[src/hw/rtl/gita_pkg.sv]
// gita_pkg: shared constants and codes for the greedy IoU track association block.
// No dependencies.
`timescale 1ns / 1ps
package gita_pkg;
    localparam logic OP_DET = 1'b0;
    localparam logic OP_EOF = 1'b1;
    localparam logic CFG_IOU_THRESHOLD = 1'b0;
    localparam logic CFG_MAX_MISSED    = 1'b1;
    localparam int   IDENT_BITS  = 16;
    localparam int   MISS_BITS   = 9;
    localparam logic [7:0] IOU_THRESHOLD_RST = 8'd77;
    localparam logic [7:0] MAX_MISSED_RST    = 8'd8;
endpackage

[src/hw/rtl/greedy_iou_track_association.sv]
// greedy_iou_track_association: track table, sequencer and shared multiplier.
// Depends on gita_pkg.
`timescale 1ns / 1ps
// Usage
//   Input channel s_*: one request carries op and a box. op 0 = detection,
//   op 1 = end of frame. The block takes one request at a time; s_ready is low
//   while a request is being worked on and while a result waits.
//   Result channel m_*: one result per detection (id, new_track,
//   table_full); end-of-frame requests give no result.
//   Sequence: a detection walks the slots one by one through a shared
//   multiplier: the detection area first; then per live unused slot the
//   intersection, the track area and, if they overlap, the threshold
//   products and, if it clears them, the best-so-far cross products; then
//   the table is settled. End of frame holds s_ready low while it ages
//   every slot in turn. Every area and cross product passes the multiplier.
//   Config: cfg_we/cfg_idx/cfg_wdata; the user must write only while idle,
//   the block itself does not enforce it. Reset (aresetn low, synchronous):
//   all slots invalid, ids restart at 0, registers back to 77 and 8.
//   Receiver stall: the result is held in m_* until m_ready; no new request
//   is taken meanwhile.
module greedy_iou_track_association #(
    parameter int MAX_TRACKS = 16,
    parameter int COORD_BITS = 12
) (
    input  logic                  aclk,
    input  logic                  aresetn,
    input  logic                  cfg_we,
    input  logic                  cfg_idx,
    input  logic [7:0]            cfg_wdata,
    input  logic                  s_valid,
    output logic                  s_ready,
    input  logic                  s_op,
    input  logic [COORD_BITS-1:0] s_box_x,
    input  logic [COORD_BITS-1:0] s_box_y,
    input  logic [COORD_BITS-1:0] s_box_w,
    input  logic [COORD_BITS-1:0] s_box_h,
    output logic                  m_valid,
    input  logic                  m_ready,
    output logic [15:0]           m_trk_ident,
    output logic                  m_new_track,
    output logic                  m_table_full
);
    localparam int SW = (MAX_TRACKS > 1) ? $clog2(MAX_TRACKS) : 1;
    localparam int CW = COORD_BITS + 1;       // edge sums
    localparam int AW = 2 * COORD_BITS;       // areas
    localparam int UW = AW + 1;               // union
    localparam int MW = 2 * UW + 9;           // cross products
    localparam int BW = 4 * COORD_BITS;
    localparam logic [SW:0] LAST = (SW+1)'(MAX_TRACKS - 1);

    localparam logic [3:0] ST_IDLE  = 4'd0;
    localparam logic [3:0] ST_AREA  = 4'd1;
    localparam logic [3:0] ST_RD    = 4'd2;
    localparam logic [3:0] ST_INTER = 4'd3;
    localparam logic [3:0] ST_TAREA = 4'd4;
    localparam logic [3:0] ST_THR_L = 4'd5;
    localparam logic [3:0] ST_THR_R = 4'd6;
    localparam logic [3:0] ST_BST_L = 4'd7;
    localparam logic [3:0] ST_BST_R = 4'd8;
    localparam logic [3:0] ST_NEXT  = 4'd9;
    localparam logic [3:0] ST_DONE  = 4'd10;
    localparam logic [3:0] ST_AGE   = 4'd11;
    localparam logic [3:0] ST_OUT   = 4'd12;

    logic [3:0] state_reg, state_next;
    logic [SW:0] slot_reg;
    logic [MAX_TRACKS-1:0] valid_reg, used_reg;
    logic [BW-1:0] box_mem [MAX_TRACKS];
    logic [gita_pkg::MISS_BITS-1:0] miss_mem [MAX_TRACKS];
    logic [gita_pkg::IDENT_BITS-1:0] ident_mem [MAX_TRACKS];
    logic [gita_pkg::IDENT_BITS-1:0] next_ident_reg;
    logic [7:0] thr_reg, maxm_reg;

    logic [COORD_BITS-1:0] dx_reg, dy_reg, dw_reg, dh_reg;
    logic [BW-1:0] tbox_reg;
    logic [AW-1:0] area_reg, inter_reg, tarea_reg;
    logic [UW-1:0] uni_reg;
    logic [MW-1:0] lhs_reg, prod;
    logic [AW-1:0] best_inter_reg;
    logic [UW-1:0] best_union_reg;
    logic best_found_reg;
    logic [SW-1:0] best_slot_reg;
    logic [UW-1:0] mul_a;
    logic [UW+8-1:0] mul_b;

    logic [COORD_BITS-1:0] tx, ty, tw, th, ox, oy;
    logic [CW-1:0] sx, sy, ex, ey, e1x, e2x, e1y, e2y;
    logic [SW-1:0] si;
    logic slot_live, have_free;
    logic [SW-1:0] free_slot;

    assign si = slot_reg[SW-1:0];
    assign tx = tbox_reg[COORD_BITS-1:0];
    assign ty = tbox_reg[2*COORD_BITS-1:COORD_BITS];
    assign tw = tbox_reg[3*COORD_BITS-1:2*COORD_BITS];
    assign th = tbox_reg[4*COORD_BITS-1:3*COORD_BITS];
    assign slot_live = valid_reg[si] && !used_reg[si];

    // 1-D overlaps of detection and held track box
    always_comb begin
        sx  = (dx_reg > tx) ? CW'(dx_reg) : CW'(tx);
        sy  = (dy_reg > ty) ? CW'(dy_reg) : CW'(ty);
        e1x = CW'(dx_reg) + CW'(dw_reg);
        e2x = CW'(tx) + CW'(tw);
        e1y = CW'(dy_reg) + CW'(dh_reg);
        e2y = CW'(ty) + CW'(th);
        ex  = (e1x < e2x) ? e1x : e2x;
        ey  = (e1y < e2y) ? e1y : e2y;
        ox  = (ex > sx) ? COORD_BITS'(ex - sx) : '0;
        oy  = (ey > sy) ? COORD_BITS'(ey - sy) : '0;
    end

    // lowest free slot
    always_comb begin
        have_free = 1'b0;
        free_slot = '0;
        for (int i = MAX_TRACKS - 1; i >= 0; i--) begin
            if (!valid_reg[i]) begin
                have_free = 1'b1;
                free_slot = SW'(i);
            end
        end
    end

    // the shared multiplier, operands picked by step
    always_comb begin
        mul_a = '0;
        mul_b = '0;
        unique case (state_reg)
            ST_AREA:  begin mul_a = UW'(dw_reg); mul_b = (UW+8)'(dh_reg); end
            ST_INTER: begin mul_a = UW'(ox);     mul_b = (UW+8)'(oy);     end
            ST_TAREA: begin mul_a = UW'(tw);     mul_b = (UW+8)'(th);     end
            ST_THR_L: begin mul_a = UW'(inter_reg); mul_b = (UW+8)'(9'd256); end
            ST_THR_R: begin mul_a = uni_reg;     mul_b = (UW+8)'(thr_reg); end
            ST_BST_L: begin mul_a = UW'(inter_reg); mul_b = (UW+8)'(best_union_reg); end
            ST_BST_R: begin mul_a = uni_reg;     mul_b = (UW+8)'(best_inter_reg); end
            default:  begin mul_a = '0;          mul_b = '0;              end
        endcase
        prod = MW'(mul_a) * MW'(mul_b);
    end

    always_comb begin
        state_next = state_reg;
        unique case (state_reg)
            ST_IDLE:  if (s_valid) state_next = (s_op == gita_pkg::OP_EOF) ? ST_AGE : ST_AREA;
            ST_AREA:  state_next = ST_RD;
            ST_RD:    state_next = slot_live ? ST_INTER : ST_NEXT;
            ST_INTER: state_next = ST_TAREA;
            ST_TAREA: state_next = (inter_reg == '0) ? ST_NEXT : ST_THR_L;
            ST_THR_L: state_next = ST_THR_R;
            ST_THR_R: state_next = (lhs_reg > prod) ? ST_BST_L : ST_NEXT;
            ST_BST_L: state_next = ST_BST_R;
            ST_BST_R: state_next = ST_NEXT;
            ST_NEXT:  state_next = (slot_reg == LAST) ? ST_DONE : ST_RD;
            ST_DONE:  state_next = ST_OUT;
            ST_AGE:   if (slot_reg == LAST) state_next = ST_IDLE;
            ST_OUT:   if (m_ready) state_next = ST_IDLE;
            default:  state_next = ST_IDLE;
        endcase
    end

    assign s_ready = (state_reg == ST_IDLE);
    assign m_valid = (state_reg == ST_OUT);

    always_ff @(posedge aclk) begin
        if (!aresetn) begin
            state_reg      <= ST_IDLE;
            valid_reg      <= '0;
            used_reg       <= '0;
            next_ident_reg <= '0;
            thr_reg        <= gita_pkg::IOU_THRESHOLD_RST;
            maxm_reg       <= gita_pkg::MAX_MISSED_RST;
            slot_reg       <= '0;
        end else begin
            state_reg <= state_next;
            if (cfg_we) begin
                unique case (cfg_idx)
                    gita_pkg::CFG_IOU_THRESHOLD: thr_reg  <= cfg_wdata;
                    gita_pkg::CFG_MAX_MISSED:    maxm_reg <= cfg_wdata;
                    default: ;
                endcase
            end
            unique case (state_reg)
                ST_IDLE: slot_reg <= '0;
                ST_NEXT: slot_reg <= slot_reg + 1'b1;
                ST_AGE: begin
                    if (valid_reg[si] && !used_reg[si]) begin
                        if ((miss_mem[si] + 1'b1) > {1'b0, maxm_reg})
                            valid_reg[si] <= 1'b0;
                    end
                    used_reg[si] <= 1'b0;
                    slot_reg <= slot_reg + 1'b1;
                end
                ST_DONE: begin
                    if (best_found_reg) begin
                        used_reg[best_slot_reg] <= 1'b1;
                    end else if (have_free) begin
                        valid_reg[free_slot] <= 1'b1;
                        used_reg[free_slot]  <= 1'b1;
                        next_ident_reg       <= next_ident_reg + 1'b1;
                    end
                end
                default: ;
            endcase
        end
    end

    // datapath and slot stores
    always_ff @(posedge aclk) begin
        unique case (state_reg)
            ST_IDLE: begin
                dx_reg <= s_box_x; dy_reg <= s_box_y;
                dw_reg <= s_box_w; dh_reg <= s_box_h;
                best_found_reg <= 1'b0;
                best_inter_reg <= '0;
                best_union_reg <= UW'(1);
                best_slot_reg  <= '0;
            end
            ST_AREA:  area_reg  <= AW'(prod);
            ST_RD:    tbox_reg  <= box_mem[si];
            ST_INTER: inter_reg <= AW'(prod);
            ST_TAREA: uni_reg   <= UW'(area_reg) + UW'(prod) - UW'(inter_reg);
            ST_THR_L: lhs_reg   <= prod;
            ST_BST_L: lhs_reg   <= prod;
            ST_BST_R: begin
                if (lhs_reg > prod) begin
                    best_found_reg <= 1'b1;
                    best_inter_reg <= inter_reg;
                    best_union_reg <= uni_reg;
                    best_slot_reg  <= si;
                end
            end
            ST_AGE: begin
                if (valid_reg[si] && !used_reg[si])
                    miss_mem[si] <= miss_mem[si] + 1'b1;
            end
            ST_DONE: begin
                m_new_track  <= 1'b0;
                m_table_full <= 1'b0;
                if (best_found_reg) begin
                    box_mem[best_slot_reg]  <= {dh_reg, dw_reg, dy_reg, dx_reg};
                    miss_mem[best_slot_reg] <= '0;
                    m_trk_ident <= ident_mem[best_slot_reg];
                end else if (have_free) begin
                    box_mem[free_slot]   <= {dh_reg, dw_reg, dy_reg, dx_reg};
                    miss_mem[free_slot]  <= '0;
                    ident_mem[free_slot] <= next_ident_reg;
                    m_trk_ident <= next_ident_reg;
                    m_new_track <= 1'b1;
                end else begin
                    m_trk_ident  <= '0;
                    m_table_full <= 1'b1;
                end
            end
            default: ;
        endcase
    end

    // a used mark only on a valid slot
    a_used_valid: assert property (@(posedge aclk) disable iff (!aresetn)
        (used_reg & ~valid_reg) == '0) else $error("used mark on empty slot");
    // a result never says both new and full
    a_flags: assert property (@(posedge aclk) disable iff (!aresetn)
        m_valid |-> !(m_new_track && m_table_full)) else $error("flags clash");
    // a stalled result holds
    a_hold: assert property (@(posedge aclk) disable iff (!aresetn)
        (m_valid && !m_ready) |=> (m_valid && $stable(m_trk_ident)))
        else $error("result dropped");
endmodule

[config.mk]
export PLATFORM = sky130hd
export DESIGN_NAME = greedy_iou_track_association
export DESIGN_NICKNAME = d
export VERILOG_FILES = /design/src/hw/rtl/gita_pkg.sv /design/src/hw/rtl/greedy_iou_track_association.sv
export SDC_FILE = /design/constraint.sdc
export NUM_CORES = 2
export LEC_CHECK = 0
export ABC_AREA = 1
export BUFFER_PORTS_ARGS = -buffer_cell sky130_fd_sc_hd__clkbuf_2
export CORE_MARGIN = 4
export CORE_UTILIZATION = 55
export DETAILED_ROUTE_END_ITERATION = 10
export GPL_ROUTABILITY_DRIVEN = 0
export PLACE_DENSITY = 0.71
export SYNTH_ARGS = -nofsm -noshare
export SYNTH_HDL_FRONTEND = slang
export SYNTH_SLANG_ARGS = --single-unit
[constraint.sdc]
create_clock -name aclk -period 45 [get_ports aclk]
set_input_delay 6.75 -clock aclk [delete_from_list [all_inputs] [get_ports aclk]]
set_output_delay 6.75 -clock aclk [all_outputs]
set_load 0.03 [all_outputs]
# == After elaboration in Yosys (flattened, before gate mapping) ==
# Memory sizes are Yosys's and may differ from the RTL's. A register that Yosys moved wholly into a read port is not among the register bits.
# Index checks and enable logic that the tools add are counted.
# totals
wordCells,205
inputBits,63
out_inout_bits,20
mem_count,3
register_bits,324
mem_bits_rw,1168
# mem_list
memory,depth,word_bits,read_ports,rd_clocked_by_memory_dff,wr,line_no,rtl
box_mem,16,48,1,1,1,greedy_iou_track_association.sv:68,logic [BW-1:0] box_mem [MAX_TRACKS];
ident_mem,16,16,1,1,1,greedy_iou_track_association.sv:70,logic [gita_pkg::IDENT_BITS-1:0] ident_mem [MAX_TRACKS];
miss_mem,16,9,1,1,1,greedy_iou_track_association.sv:69,logic [gita_pkg::MISS_BITS-1:0] miss_mem [MAX_TRACKS];
# classes
eq_ne,22
mul,1
n_lt_le_gt_ge,14
reduce_logical,23
add_sub_neg,11
bitwise,8
mux,101
# ops
op,count
$pmux 25 s7,1
$mux 16,8
$pmux 25 s5,1
$mux 4,31
$pmux 16 s2,2
$gt 58x58->1,1
$mul 25x33->58,1
$add 12x12->13,4
$pmux 4 s13,1
$pmux 25 s2,1
$mux 12,4
$mux 48,1
$or 16x16->16,3
$pmux 24 s2,1
$reduce_or 48->1,1
$mux 1,36
$and 16x16->16,2
$gt 13x12->1,2
$lt 13x13->1,2
$mux 13,2
$add 24x25->25,1
$mux 25,1
$sub 25x24->25,1
$gt 12x12->1,2
34 further kinds,70

# == Logic depth before layout (Yosys ltp) ==
# logic_depth
ltp_word,24
depth_mapped,79
depth_no_buf,77

# == Worst setup path before layout ==
# OpenSTA, ideal clock, no wires.
# synth_path
path_kind,register to register
startpoint,register dy_reg[4]
endpoint,register best_found_reg (enable)
setup_time_ns,0.483
path_stages_with_launch,69
t_arrival_ns,14.034
path_buffers,2
synth_period_minus_slack_ns,14.517
required_time_ns,44.517
path_slack_ns,30.483
path_cell_list,edfxtp_1 ha_1 inv_1 nor3_1 nand2_1 o211ai_1 nand2_1 a21oi_1 a21oi_1 o21ai_0 xor2_1 ha_1 nand4_1 inv_1 a21oi_1 nand2_1 inv_1 clkbuf_1 [... 33 more ...] nor2_1 o21ai_0 or2_2 a21oi_1 inv_1 nand2_1 nand3_1 xor2_1 inv_1 ha_1 nand4_1 nor4b_1 nand2_1 nor4_1 nand2_1 nand2_1 nand2_1 o21ai_1
# synth_via
elab_chain_len,10
word_cells_on_any_way,13
classes_between,2 x add/sub; 1 x mul; 4 x order compare; 1 x eq/ne; 4 x mux; 1 x reduce/logical
# synth_rtl
element,line_no,rtl
"start, declared",greedy_iou_track_association.sv:74,"logic [COORD_BITS-1:0] dx_reg, dy_reg, dw_reg, dh_reg;"
"start signal, assigned",greedy_iou_track_association.sv:212,dx_reg <= s_box_x; dy_reg <= s_box_y;
$add 12x12->13,greedy_iou_track_association.sv:105,e1y = CW'(dy_reg) + CW'(dh_reg);
$lt 13x13->1,greedy_iou_track_association.sv:108,ey = (e1y < e2y) ? e1y : e2y;
$mux 13,greedy_iou_track_association.sv:108,
$sub 12x12->12 / $gt 13x12->1 (equally long branches),greedy_iou_track_association.sv:110,oy = (ey > sy) ? COORD_BITS'(ey - sy) : '0;
$mux 12 (*),greedy_iou_track_association.sv:110,
$pmux 25 s7 (*),greedy_iou_track_association.sv:129,unique case (state_reg)
$mul 25x33->58 (*),greedy_iou_track_association.sv:139,prod = MW'(mul_a) * MW'(mul_b);
named net prod[35],greedy_iou_track_association.sv:78,"logic [MW-1:0] lhs_reg, prod;"
$gt 58x58->1 (*),greedy_iou_track_association.sv:226,if (lhs_reg > prod) begin
$ne 2x2->1 (no source line) (*),--,
$reduce_and 2->1 (no source line) (*),--,
"end signal, assigned",greedy_iou_track_association.sv:214,best_found_reg <= 1'b0;
"end signal, assigned",greedy_iou_track_association.sv:227,best_found_reg <= 1'b1;
"end, declared",greedy_iou_track_association.sv:81,logic best_found_reg;
# The timed path passes the listed nets; every way through them passes the cells marked *.
# A chain may end at the register's enable or synchronous reset.

# == Worst setup path after layout ==
# layout_path
startpoint,register dw_reg[2]
endpoint,register best_slot_reg[1] (enable)
# layout_via
elab_chain_len,10
word_cells_on_any_way,11
classes_between,2 x add/sub; 1 x mul; 3 x order compare; 1 x eq/ne; 3 x mux; 1 x reduce/logical
# layout_rtl
element,line_no,rtl
"start, declared",greedy_iou_track_association.sv:74,
"start signal, assigned",greedy_iou_track_association.sv:213,dw_reg <= s_box_w; dh_reg <= s_box_h;
$add 12x12->13,greedy_iou_track_association.sv:103,e1x = CW'(dx_reg) + CW'(dw_reg);
$lt 13x13->1,greedy_iou_track_association.sv:107,ex = (e1x < e2x) ? e1x : e2x;
$mux 13,greedy_iou_track_association.sv:107,
$sub 12x12->12 / $gt 13x12->1 (equally long branches),greedy_iou_track_association.sv:109,ox = (ex > sx) ? COORD_BITS'(ex - sx) : '0;
$mux 12,greedy_iou_track_association.sv:109,
$pmux 25 s5 (*),greedy_iou_track_association.sv:129,
$mul 25x33->58 (*),greedy_iou_track_association.sv:139,
named net prod[35],greedy_iou_track_association.sv:78,
$gt 58x58->1 (*),greedy_iou_track_association.sv:226,
$ne 2x2->1 (no source line) (*),--,
$reduce_and 2->1 (no source line) (*),--,
"end signal, assigned",greedy_iou_track_association.sv:230,best_slot_reg <= si;
"end, declared",greedy_iou_track_association.sv:82,logic [SW-1:0] best_slot_reg;
# Marked as above.

==> reports/metrics.yaml <==
outcome: "completed"
drc_errors: 0
place_hpwl_um: 164600
fin_ws_ns: 29.45
crit_path_end_kind: "register"
io_pins: 83
initial_utilization_pct: 55.44
syn_inst: 8541
netlist_top_cells_count: "1462 x edfxtp_1, 1294 x nand2_1, 1229 x inv_1"
total_power_mw: 6.949
start_kind: "register"
cts.htree.levels: 4
holdCritPathClass: "reg -> reg"
die_x_um: 410.5
ant_nets: 0
slowest_delay_ns: 0.80
final_cells: 10840
synth_largest_area_cell: "edfxtp_1"
grt_pass1_vias: 64450
required_ns: 45.39
numCtsBuffers: 158
ir_worst_vdd_mv: 0.1268
rsz0062_at_grt: "false"
synth_most_common_cell: "edfxtp_1"
largest_register_ffs: 768
whs_endpoint: "maxm_reg[5]"
reg_top3: "box_mem x768, ident_mem x256, miss_mem x144"
p_leak_nw: 38.37
regMostFlops: "box_mem"
grt.overflow.total: 0
viasPerCell: 5.971
ys_warn_count: 0
crit_cells: 66
synth-async-reset-ratio_pct: 0
r2r_setup_slack_ns: 29.45
vias: 64710
synth_top_area_share_pct: 49.26
hold_viol_final: 0
drtIter0Drc: 8149
tightest_slew_ns: 1.312
crit_top_cell: "inv_1"
hold_depth: 2
fin_crit_ns: 15.55
coreArea_um2: 160800
tns_ns: 0
min_from: "maxm_reg[5]"
grt_antenna_before_repair: 13
multi_input_area_um2: 37640
dp_slack_ns: 29.87
port_buffers: 82
regArea_um2: 45540
rr_worst_depth: 66
avgSynthCellArea_um2: 10.43
path_max_fanout: 47
cts_resized: 0
row_count: 147
ys_ff_latch: 1543
relSlewSlack_pct: 12.20
finalMaxSlewViolations: 0
synth-edff-count: 1462
maxCapViolations: 0
crit_type: "reg -> reg"
syn_to_final_growth_pct: 9.007
die_y_um: 410.5
dp.cells: 10540
cts_hold_buf: 0
nFillCells: 12880
cts_buffer_depth: 3
route.detailed.wl_per_inst_um: 23.09
die_area_um2: 168500
grt_max_degree: 191
r2r-start: "dw_reg[2]"
insertion_delay_ns: 0.80
grt_pass1_wl_um: 381300
drt_pass1_iterations: 7
period_share_pct: 34.55
timing.hold.ws_ns: 0.4647
r2r_end: "best_slot_reg[1]"
synth_seq_area_share_pct: 51.08
fmax_mhz: 64.31
cts_setup_buffers: 0
cts_tree: "yes"
clock_skew_ns: 0.05466
cts_root_buf: "clkbuf_16"
syn_area_um2: 89120
drive_gt1_share_pct: 6.804
grt_use_total_pct: 29.64
cts.clk_slew.worst_paths_ns: 0.06
cp_top_family: "adder cells"
crit_arrival_ns: 15.94
routed_wl_um: 250300
power-per-cell-area_nw_per_um2: 71.53
crit_buf_inv: 15
synth.distinct_cells: 65
ys.flop_type: "edfxtp_1"
cts.sinks: 1543
synthTopCellsByArea: "edfxtp_1 49%, fa_1 13%, ha_1 5.7%, nand2_1 5.4%, inv_1 5.2%"
crit_slowest_cell: "edfxtp_1"
nets: 9574
finalSetupViolCount: 0
==> tightest hold or removal path, delay by kind of cell, from the launching register on <==
family                 cells  cell delay (ns)
AO/OA/AOI/OAI              1             0.06
flip-flops                 1             0.29
buffers and inverters      1             0.06
==> cell usage in the layout (no fill, tap or decap), types with 31 or more instances in the layout <==
master / Yosys / final
nand4_1: 102 / 102
clkinv_1: 6 / 31
o21ai_1: 34 / 33
dfxtp_1: 81 / 74
nand3_1: 156 / 156
xnor2_1: 38 / 38
inv_1: 1229 / 1223
xor2_1: 79 / 79
o211ai_1: 74 / 74
nor2_1: 1026 / 992
ha_1: 409 / 409
a21oi_1: 313 / 313
clkbuf_16: 0 / 163
buf_4: 16 / 129
nand2_1: 1294 / 1294
nor3_1: 42 / 38
o221ai_1: 47 / 47
clkbuf_2: 1 / 82
edfxtp_1: 1462 / 1462
o21ai_0: 770 / 770
o22ai_1: 233 / 221
fa_1: 558 / 558
==> power breakdown <==
part | internal [mW] | switching, mW | total (mW)
Sequential | 1.92 | 0.142 | 2.06
Combinational | 1.15 | 2.44 | 3.60
Clock | 0.733 | 0.561 | 1.29
Total | 3.80 | 3.15 | 6.95
==> layout make-up <==
cell class              instances  area share (%)
clock inverters                88          0.9054
flip-flops and latches       1543           46.88
clock buffers                 200           4.401
well taps                    2160           2.782
multi-input cells            5380           38.74
repair buffers                212           1.440
inverters                    1249           4.837
diodes                          5         0.01288
==> layer usage <==
layer  global-route usage, %  wire [um]
met1                   40.03      95890
met4                   13.83      13230
met2                   46.04     112700
met5                       0         69
met3                   6.641      28330
==> through the flow <==
step | cell area, um^2 | util (%)
2_1_floorplan | 89130 | -
5_1_grt | 97140 | 60.43
6_report | 97150 | 60.44
3_3_place_gp | 91980 | 57.22
3_5_place_dp | 91980 | 57.22
4_1_cts | 97140 | 60.43
==> worst max-delay path by stage <==
stage	startpoint	slack, ns	to
4_1_cts	dw_reg[2]	29.79	best_slot_reg[1]
6_report	dw_reg[2]	29.45	best_slot_reg[1]
2_1_floorplan	dy_reg[4]	30.48	best_found_reg
5_1_grt	dx_reg[0]	28.38	best_slot_reg[1]
3_5_place_dp	dw_reg[2]	29.87	best_slot_reg[2]
3_3_place_gp	dw_reg[2]	30.11	best_slot_reg[2]
==> logic make-up after synthesis <==
logic type,Yosys count,synth area share [%]
compound gates,1601,10.19
xor+xnor,117,1.150
fa+ha+maj,967,18.28
buf+inv,1619,7.092
flops,1543,51.08
mux,8,0.08985
other cells,1,0.004208
simple gates,2685,12.12
Note: power is estimated with default switching activity, not from simulation.
